[config.mk]
export PLATFORM = sky130hd
export DESIGN_NAME = lfu_cache_table
export DESIGN_NICKNAME = d
export VERILOG_FILES = /design/src/hw/rtl/lct_pkg.sv /design/src/hw/rtl/lct_store.sv /design/src/hw/rtl/lct_scan.sv /design/src/hw/rtl/lfu_cache_table.sv
export VERILOG_INCLUDE_DIRS = /design/src /design/src/hw/rtl
export SDC_FILE = /design/constraint.sdc
export NUM_CORES = 2
export LEC_CHECK = 0
export ABC_AREA = 1
export BUFFER_PORTS_ARGS = -buffer_cell sky130_fd_sc_hd__buf_2
export CAP_MARGIN = 15
export CELL_PAD_IN_SITES_DETAIL_PLACEMENT = 1
export CELL_PAD_IN_SITES_GLOBAL_PLACEMENT = 2
export CORE_ASPECT_RATIO = 0.75
export CORE_UTILIZATION = 46
export DETAILED_ROUTE_END_ITERATION = 8
export PLACE_DENSITY_LB_ADDON = 0.1
export REMOVE_ABC_BUFFERS = 1
export SKIP_LAST_GASP = 1
export SLEW_MARGIN = 25
export SYNTH_ARGS = -nofsm -noshare
export SYNTH_HDL_FRONTEND = slang
export SYNTH_SLANG_ARGS = --single-unit
[constraint.sdc]
create_clock -name clock -period 19.45 [get_ports clock]
set_input_delay 0.9725 -clock clock [delete_from_list [all_inputs] [get_ports clock]]
set_output_delay 0.9725 -clock clock [all_outputs]
set_load 0.02 [all_outputs]
[src/hw/rtl/lfu_cache_table_defines.svh]
// assertion macros used by lfu_cache_table
`ifndef LFU_CACHE_TABLE_DEFINES_SVH
`define LFU_CACHE_TABLE_DEFINES_SVH

// same-cycle implication
`define LCT_ASSERT_SAME(label, clk, rst, ante, cons) \
   label: assert property (@(posedge clk) disable iff (rst) (ante) |-> (cons)) \
      else $error("lct: same-cycle check failed");

// next-cycle implication
`define LCT_ASSERT_NEXT(label, clk, rst, ante, cons) \
   label: assert property (@(posedge clk) disable iff (rst) (ante) |=> (cons)) \
      else $error("lct: next-cycle check failed");

`endif

[src/hw/rtl/lct_pkg.sv]
`timescale 1ns / 1ps

package lct_pkg;

   localparam int ENTRIES = 16;
   localparam int IDX_W   = (ENTRIES > 1) ? $clog2(ENTRIES) : 1;
   localparam int WIN_W   = $clog2(ENTRIES + 1);
   localparam int CAP_W   = 5;
   localparam int KEY_W   = 32;
   localparam int VAL_W   = 32;
   localparam int CNT_W   = 16;
   localparam int TOUCH_W = 32;

   localparam logic [CNT_W-1:0] COUNT_MAX = '1;
   localparam logic [CAP_W-1:0] CAP_RESET = CAP_W'(16);

   localparam logic CMD_GET = 1'b0;
   localparam logic CMD_PUT = 1'b1;

   // one slot of the tag table
   typedef struct packed {
      logic               valid;
      logic [KEY_W-1:0]   key;
      logic [VAL_W-1:0]   value;
      logic [CNT_W-1:0]   count;
      logic [TOUCH_W-1:0] touch;
   } entry_type;

   // store write port
   typedef struct packed {
      logic             en;
      logic [IDX_W-1:0] idx;
      entry_type        data;
   } store_wr_type;

   // sequencer to scan unit
   typedef struct packed {
      logic             start;
      logic             step;
      logic             first;
      logic [IDX_W-1:0] idx;
   } scan_ctl_type;

   // scan unit results
   typedef struct packed {
      logic             hit;
      logic [IDX_W-1:0] found;
      logic             have_free;
      logic [IDX_W-1:0] free_idx;
      logic [IDX_W-1:0] victim;
   } scan_res_type;

endpackage

[src/hw/rtl/lct_store.sv]
`timescale 1ns / 1ps

module lct_store
   import lct_pkg::*;
(
   input  logic             clock,
   input  logic             reset,
   input  logic [IDX_W-1:0] rd_idx,
   output entry_type        rd_entry,
   input  store_wr_type     wr
);

   logic [ENTRIES-1:0] valid_ff;
   entry_type          slot_ff [ENTRIES];

   // single read port, valid taken from the flag bits
   always_comb begin
      rd_entry       = slot_ff[rd_idx];
      rd_entry.valid = valid_ff[rd_idx];
   end

   // valid flags, cleared by reset
   always_ff @(posedge clock) begin
      if (reset) begin
         valid_ff <= '0;
      end else if (wr.en) begin
         valid_ff[wr.idx] <= wr.data.valid;
      end
   end

   // slot payload
   always_ff @(posedge clock) begin
      if (wr.en) begin
         slot_ff[wr.idx] <= wr.data;
      end
   end

endmodule

[src/hw/rtl/lct_scan.sv]
`timescale 1ns / 1ps

module lct_scan
   import lct_pkg::*;
(
   input  logic               clock,
   input  logic               reset,
   input  scan_ctl_type       ctl,
   input  entry_type          rd_entry,
   input  logic [KEY_W-1:0]   key,
   input  logic [TOUCH_W-1:0] touch_clock,
   output scan_res_type       res
);

   logic               hit_ff, hit_in;
   logic               have_free_ff, have_free_in;
   logic [IDX_W-1:0]   found_ff, found_in;
   logic [IDX_W-1:0]   free_ff, free_in;
   logic [IDX_W-1:0]   victim_ff, victim_in;
   logic [CNT_W-1:0]   best_cnt_ff, best_cnt_in;
   logic [TOUCH_W-1:0] best_age_ff, best_age_in;
   logic [TOUCH_W-1:0] age;
   logic               older;

   // shared compare unit: age against clock, then count and age ordering
   assign age   = touch_clock - rd_entry.touch;
   assign older = (rd_entry.count < best_cnt_ff) ||
                  ((rd_entry.count == best_cnt_ff) && (age > best_age_ff));

   // one slot per step
   always_comb begin
      hit_in       = hit_ff;
      have_free_in = have_free_ff;
      found_in     = found_ff;
      free_in      = free_ff;
      victim_in    = victim_ff;
      best_cnt_in  = best_cnt_ff;
      best_age_in  = best_age_ff;
      if (ctl.start) begin
         hit_in       = 1'b0;
         have_free_in = 1'b0;
      end else if (ctl.step) begin
         if (rd_entry.valid) begin
            if (!hit_ff && (rd_entry.key == key)) begin
               hit_in   = 1'b1;
               found_in = ctl.idx;
            end
         end else if (!have_free_ff) begin
            have_free_in = 1'b1;
            free_in      = ctl.idx;
         end
         // victim only matters when every slot in the window is valid
         if (ctl.first || older) begin
            victim_in   = ctl.idx;
            best_cnt_in = rd_entry.count;
            best_age_in = age;
         end
      end
   end

   // search flags
   always_ff @(posedge clock) begin
      if (reset) begin
         hit_ff       <= 1'b0;
         have_free_ff <= 1'b0;
      end else begin
         hit_ff       <= hit_in;
         have_free_ff <= have_free_in;
      end
   end

   // search payload
   always_ff @(posedge clock) begin
      found_ff    <= found_in;
      free_ff     <= free_in;
      victim_ff   <= victim_in;
      best_cnt_ff <= best_cnt_in;
      best_age_ff <= best_age_in;
   end

   assign res.hit       = hit_ff;
   assign res.found     = found_ff;
   assign res.have_free = have_free_ff;
   assign res.free_idx  = free_ff;
   assign res.victim    = victim_ff;

endmodule

[src/hw/rtl/lfu_cache_table.sv]
`timescale 1ns / 1ps
// channel   | signals                                         | direction
// req       | req_valid req_ready req_command req_lookup_key  | in
//           | req_write_value                                 |
// rsp       | rsp_valid rsp_ready rsp_hit rsp_read_value      | out
//           | rsp_evicted                                     |
// csr       | csr_valid csr_ready csr_capacity_in_use         | in
//
// an item is taken, its slot window W (capacity, at most 16) is scanned
// one slot per cycle through the shared key and victim compare unit, and
// then the table is updated at the hit, first free or victim slot.
// reset clears the valid flags, the touch clock and sets capacity to 16.
// the result sits in an output register; the next item is taken while it
// waits, and the table update stalls only if the previous result is unread.

`include "lfu_cache_table_defines.svh"

module lfu_cache_table
   import lct_pkg::*;
(
   input  logic             clock,
   input  logic             reset,
   input  logic             req_valid,
   output logic             req_ready,
   input  logic             req_command,
   input  logic [KEY_W-1:0] req_lookup_key,
   input  logic [VAL_W-1:0] req_write_value,
   output logic             rsp_valid,
   input  logic             rsp_ready,
   output logic             rsp_hit,
   output logic [VAL_W-1:0] rsp_read_value,
   output logic             rsp_evicted,
   input  logic             csr_valid,
   output logic             csr_ready,
   input  logic [CAP_W-1:0] csr_capacity_in_use
);

   typedef enum logic [2:0] {
      ST_IDLE  = 3'b001,
      ST_SCAN  = 3'b010,
      ST_WRITE = 3'b100
   } state_type;

   state_type          state_ff, state_in;
   logic [CAP_W-1:0]   cap_ff;
   logic [TOUCH_W-1:0] touch_clock_ff, touch_clock_in;
   logic [IDX_W-1:0]   scan_idx_ff, scan_idx_in;
   logic               cmd_ff;
   logic [KEY_W-1:0]   key_ff;
   logic [VAL_W-1:0]   val_ff;
   logic               rsp_valid_ff, rsp_valid_in;
   logic               rsp_hit_ff, rsp_hit_in;
   logic [VAL_W-1:0]   rsp_value_ff, rsp_value_in;
   logic               rsp_evicted_ff, rsp_evicted_in;

   logic [WIN_W-1:0]   win;
   logic               scan_last;
   logic               req_xfer;
   logic               out_free;
   logic [IDX_W-1:0]   dst;
   logic [IDX_W-1:0]   rd_idx;
   entry_type          rd_entry;
   store_wr_type       wr;
   scan_ctl_type       scan_ctl;
   scan_res_type       scan_res;

   // slot window
   assign win = (int'(cap_ff) > ENTRIES) ? WIN_W'(ENTRIES) : WIN_W'(cap_ff);
   assign scan_last = ((WIN_W'(scan_idx_ff) + WIN_W'(1)) == win);

   assign req_ready = (state_ff == ST_IDLE);
   assign req_xfer  = req_valid && req_ready;
   assign out_free  = !rsp_valid_ff || rsp_ready;
   assign csr_ready = 1'b1;

   // capacity register
   always_ff @(posedge clock) begin
      if (reset) begin
         cap_ff <= CAP_RESET;
      end else if (csr_valid && csr_ready) begin
         cap_ff <= csr_capacity_in_use;
      end
   end

   // target slot: hit slot, else first free, else victim
   always_comb begin
      if (scan_res.hit) begin
         dst = scan_res.found;
      end else if (scan_res.have_free) begin
         dst = scan_res.free_idx;
      end else begin
         dst = scan_res.victim;
      end
   end

   assign rd_idx = (state_ff == ST_SCAN) ? scan_idx_ff : dst;

   lct_store u_store (
      .clock    (clock),
      .reset    (reset),
      .rd_idx   (rd_idx),
      .rd_entry (rd_entry),
      .wr       (wr)
   );

   // scan control
   always_comb begin
      scan_ctl.start = req_xfer;
      scan_ctl.step  = (state_ff == ST_SCAN);
      scan_ctl.first = (scan_idx_ff == '0);
      scan_ctl.idx   = scan_idx_ff;
   end

   lct_scan u_scan (
      .clock       (clock),
      .reset       (reset),
      .ctl         (scan_ctl),
      .rd_entry    (rd_entry),
      .key         (key_ff),
      .touch_clock (touch_clock_ff),
      .res         (scan_res)
   );

   // sequencer, table update and result
   always_comb begin
      state_in       = state_ff;
      scan_idx_in    = scan_idx_ff;
      touch_clock_in = touch_clock_ff;
      rsp_valid_in   = rsp_valid_ff && !rsp_ready;
      rsp_hit_in     = rsp_hit_ff;
      rsp_value_in   = rsp_value_ff;
      rsp_evicted_in = rsp_evicted_ff;
      wr.en          = 1'b0;
      wr.idx         = dst;
      wr.data.valid  = 1'b1;
      wr.data.touch  = touch_clock_ff;
      if (scan_res.hit) begin
         wr.data.key   = rd_entry.key;
         wr.data.value = (cmd_ff == CMD_PUT) ? val_ff : rd_entry.value;
         wr.data.count = (rd_entry.count == COUNT_MAX) ? COUNT_MAX
                                                       : rd_entry.count + CNT_W'(1);
      end else begin
         wr.data.key   = key_ff;
         wr.data.value = val_ff;
         wr.data.count = CNT_W'(1);
      end
      case (state_ff)
         ST_IDLE: begin
            if (req_xfer) begin
               scan_idx_in = '0;
               state_in    = (win == '0) ? ST_WRITE : ST_SCAN;
            end
         end
         ST_SCAN: begin
            if (scan_last) begin
               state_in = ST_WRITE;
            end else begin
               scan_idx_in = scan_idx_ff + IDX_W'(1);
            end
         end
         ST_WRITE: begin
            if (out_free) begin
               wr.en = scan_res.hit || ((cmd_ff == CMD_PUT) && (win != '0));
               if (wr.en) begin
                  touch_clock_in = touch_clock_ff + TOUCH_W'(1);
               end
               rsp_valid_in   = 1'b1;
               rsp_hit_in     = scan_res.hit;
               rsp_value_in   = (scan_res.hit && (cmd_ff == CMD_GET)) ? rd_entry.value
                                                                       : '0;
               rsp_evicted_in = (cmd_ff == CMD_PUT) && !scan_res.hit &&
                                (win != '0) && !scan_res.have_free;
               state_in       = ST_IDLE;
            end
         end
         default: begin
            state_in = ST_IDLE;
         end
      endcase
   end

   // control registers
   always_ff @(posedge clock) begin
      if (reset) begin
         state_ff       <= ST_IDLE;
         touch_clock_ff <= '0;
         rsp_valid_ff   <= 1'b0;
         scan_idx_ff    <= '0;
      end else begin
         state_ff       <= state_in;
         touch_clock_ff <= touch_clock_in;
         rsp_valid_ff   <= rsp_valid_in;
         scan_idx_ff    <= scan_idx_in;
      end
   end

   // item and result payload
   always_ff @(posedge clock) begin
      if (req_xfer) begin
         cmd_ff <= req_command;
         key_ff <= req_lookup_key;
         val_ff <= req_write_value;
      end
      rsp_hit_ff     <= rsp_hit_in;
      rsp_value_ff   <= rsp_value_in;
      rsp_evicted_ff <= rsp_evicted_in;
   end

   assign rsp_valid      = rsp_valid_ff;
   assign rsp_hit        = rsp_hit_ff;
   assign rsp_read_value = rsp_value_ff;
   assign rsp_evicted    = rsp_evicted_ff;

   // checks
   `LCT_ASSERT_NEXT(a_leave_idle, clock, reset, req_valid && req_ready, state_ff != ST_IDLE)
   `LCT_ASSERT_SAME(a_scan_in_window, clock, reset, state_ff == ST_SCAN, WIN_W'(scan_idx_ff) < win)
   `LCT_ASSERT_SAME(a_no_evict_on_hit, clock, reset, rsp_valid, !(rsp_hit && rsp_evicted))
   `LCT_ASSERT_NEXT(a_touch_advance, clock, reset, wr.en, touch_clock_ff == $past(touch_clock_ff) + TOUCH_W'(1))

endmodule
==> reports/metrics.cfg <==
[synthesis]
synthCells=6925
ys.flop_type=edfxtp_1
yosys_register_bits=2014
muxShareOfSynthArea_pct=0
yosys_warnings=0
synthAdderAreaFrac_pct=1.26
synth_top_family_by_area=simple AND/OR/NAND/NOR gates
seq_area_frac_synth_pct=71.2
synth_compound_area_share_pct=10.5
synth-xor-area-share_pct=0.562
synth-edff-count=1951
synth_top_area_share_pct=69.7
synthSimpleGateAreaFrac_pct=11.5
synth_area_leaders=edfxtp_1 (70%), o21ai_0 (4.1%), nand2_1 (4.0%), nor2_1 (3.8%), nand3_1 (2.7%)
synthArstFlopShare_pct=0
synth_area_per_cell_um2=12.1
ys_types=53
syn_area_um2=84100
yosysTopAreaCell=edfxtp_1

[clocking]
cts_tree=built
clockRootBuffer=clkbuf_16
path_clk_slew_ns=0.06
clockBufferDepth=3
worstSkewPairLatency_ns=0.83
h-tree-depth=4
clock-sinks=2014
cts_inserted_buffers=197
ctsHoldBuffers=0
cts_resized=0
cts_setup_buffers=0

[timing]
layout_min_cycle_time_ns=10.17
finalHoldViolCount=0
fin_skew_ns=0.0347
worst_pin_slew_ns=1.24
slew_headroom_pct=17.1
min_period_over_period_pct=52.3
setup_violations=0
fmax_mhz=98.3
slew_violations=0
rsz0062_at_grt=false

[grt]
overflow=0
grt_max_degree=194
grt_pass1_vias=56300
antenna_found_initial=5
grt.total_usage_pct=27.0
grt_pass1_wl_um=370000

[placed_design]
dpl.cell_count=9173
place_area_um2=87100
port-buffer-count=110
place_congestion=0.858
dp_hpwl_um=131000

[setup_path]
crit_arrival_ns=10.62
worstPathRequired_ns=19.89
crit_fanout=68
slowest_delay_ns=0.77
path_delay_family=compound AO/OA/AOI/OAI gates
crit_top_cell=nand2_1
crit_buf_inv=6
cp_slowest_cell=a21boi_0
crit_path_end_kind=register
worst_setup_path_start_kind=register
timing.setup.critical_path_class=reg -> reg

[cells_and_area]
drive_above_1_share_pct=8.68
final_core_util_pct=51.5
final_area_um2=93300
synthToLayoutAreaGrowth_pct=10.9
nets=7136
fin_cells=9533

[routing]
wirelength_um=250000
dr.first_iter.drc_count=4957
drtAntennaViolNets=0
dr.pass1.iters=6
wl_per_cell_um=26.2
drc=0
avgViaCountPerCell=5.80
vias=55300

[min_path]
hp-class=in -> reg

[power]
switching_power_uw=2280
powerDensity_nw_per_um2=99.8
ir_drop_mv=0.0909
seqPwrFrac_pct=51.5
p_clk_share_pct=39.4
power_frac_comb_pct=9.0
swShare_pct=24.5
p_int_uw=7020
leakage_uw=0.0327

[outcome]
status=completed

[floorplanning]
design.die.area_um2=185000
core_um2=181000
start_util_pct=46.5
die_h_um=372
die_w_um=496
row_count=135
design.portCount=112

[run]
timing.max_cap.violations=0

==> registers in the layout (all words and copies together) (netlist names) <==
name / cells
u_store.slot_ff: 1792
key_ff: 32
rsp_read_value: 32
touch_clock_ff: 32
u_scan.best_age_ff: 32
val_ff: 32
u_scan.best_cnt_ff: 16
u_store.valid_ff: 16
cap_ff: 5
scan_idx_ff: 4
u_scan.found_ff: 4
u_scan.free_ff: 4
u_scan.victim_ff: 4
state_ff: 3
cmd_ff: 1
rsp_evicted: 1
rsp_hit: 1
rsp_valid: 1
u_scan.have_free_ff: 1
u_scan.hit_ff: 1
==> cell families (layout without fill, tap and decap cells) <==
group | after synthesis | in the layout
buffers and inverters | 962 | 1171
flip-flops | 2014 | 2014
AND/OR/NAND/NOR | 2332 | 2332
other | 1 | 3
AO/OA/AOI/OAI | 1478 | 1478
XOR/XNOR | 54 | 54
adder cells (fa/ha/maj) | 84 | 84
==> per-layer routing <==
layer,track usage (%),part of all wire (%),vias up
li1,-,-,25000
met1,39.9,47,28700
met2,42.5,46,1352
met3,3.56,4.9,285
met4,6.23,2.0,0
met5,0,0,-
==> Yosys cell counts, types with 27 or more instances <==
cell         n
a21oi_1    145
buf_2      139
buf_4       56
buf_6       27
clkbuf_1   168
dfxtp_1     63
edfxtp_1  1951
ha_1        83
inv_1      547
nand2_1    902
nand3_1    455
nand4_1     28
nor2_1     849
nor3_1      34
o211ai_1   255
o21ai_0    696
o21ai_1     82
o221ai_1   126
o22ai_1    121
xor2_1      34
==> worst paths after layout <==
kind         depth (start not counted)  slack [ns]                 start                      to
max                                 33        9.28           state_ff[0]  u_scan.best_age_ff[31]
min reg2reg                          2        0.47  u_store.valid_ff[10]    u_store.valid_ff[10]
max reg2reg                         33        9.28           state_ff[0]  u_scan.best_age_ff[31]
min                                  1        0.32   req_write_value[10]              val_ff[10]
==> cell type report <==
| type | count | area [um2] |
|---|---|---|
| fill | 18400 | 87800 |
| tap | 2397 | 3000 |
| antenna | 2 | 5.00 |
| timing repair buffer | 262 | 1980 |
| clock buffer | 253 | 5230 |
| sequential | 2014 | 59900 |
| inverter | 553 | 2090 |
| clock inverter | 103 | 803 |
| multi-input combinational | 3949 | 20300 |
==> power groups by stage <==
stage	Combinational [uW]	Sequential (uW)	Clock [uW]
floorplan	582	4890	0
global placement	811	4890	0
detailed placement	834	4890	0
CTS	838	4800	3740
global route	927	4800	3880
finish	839	4800	3670
==> cells in the final DEF (no fill, tap or decap), drive strengths merged, types with 3 or more instances in the layout <==
master and count:
dfxtp 63, o21ai 780, nor2 853, buf 262
nand4 28, bufinv 9, ha 83, nand2 922
a21oi 154, a21boi 7, a211oi 9, o22ai 121
or2 3, a32o 8, nand3 460, o221ai 126
o21bai 3, a31oi 5, inv 562, nor3 34
o21a 4, clkbuf 253, o211ai 255, xnor2 20
nor4 5, xor2 34, clkinvlp 6, a21o 3
nand3b 23, clkinv 79, edfxtp 1951
==> worst reg2reg max path: cells and delay by family, from the launching register on <==
family          cells  cell delay (ns)
fa+ha+maj           3             0.72
flops               1             0.32
buf+inv             6             2.55
simple gates       13             2.44
xor+xnor            1             0.13
compound gates     10             3.64
==> metrics by stage <==
step                      TNS, ns  hold slack (ns)  setup WS (ns)  power [uW]
final                           0            0.320           9.28        9300
after global routing            0            0.274           8.60        9600
after CTS                       0            0.253           9.57        9370
after detailed placement        0            0.456           9.61        5720
after global placement          0            0.442           9.88        5700
after floorplan           -181.28            0.431          -3.49        5470
(Power assumes the default switching activity.)
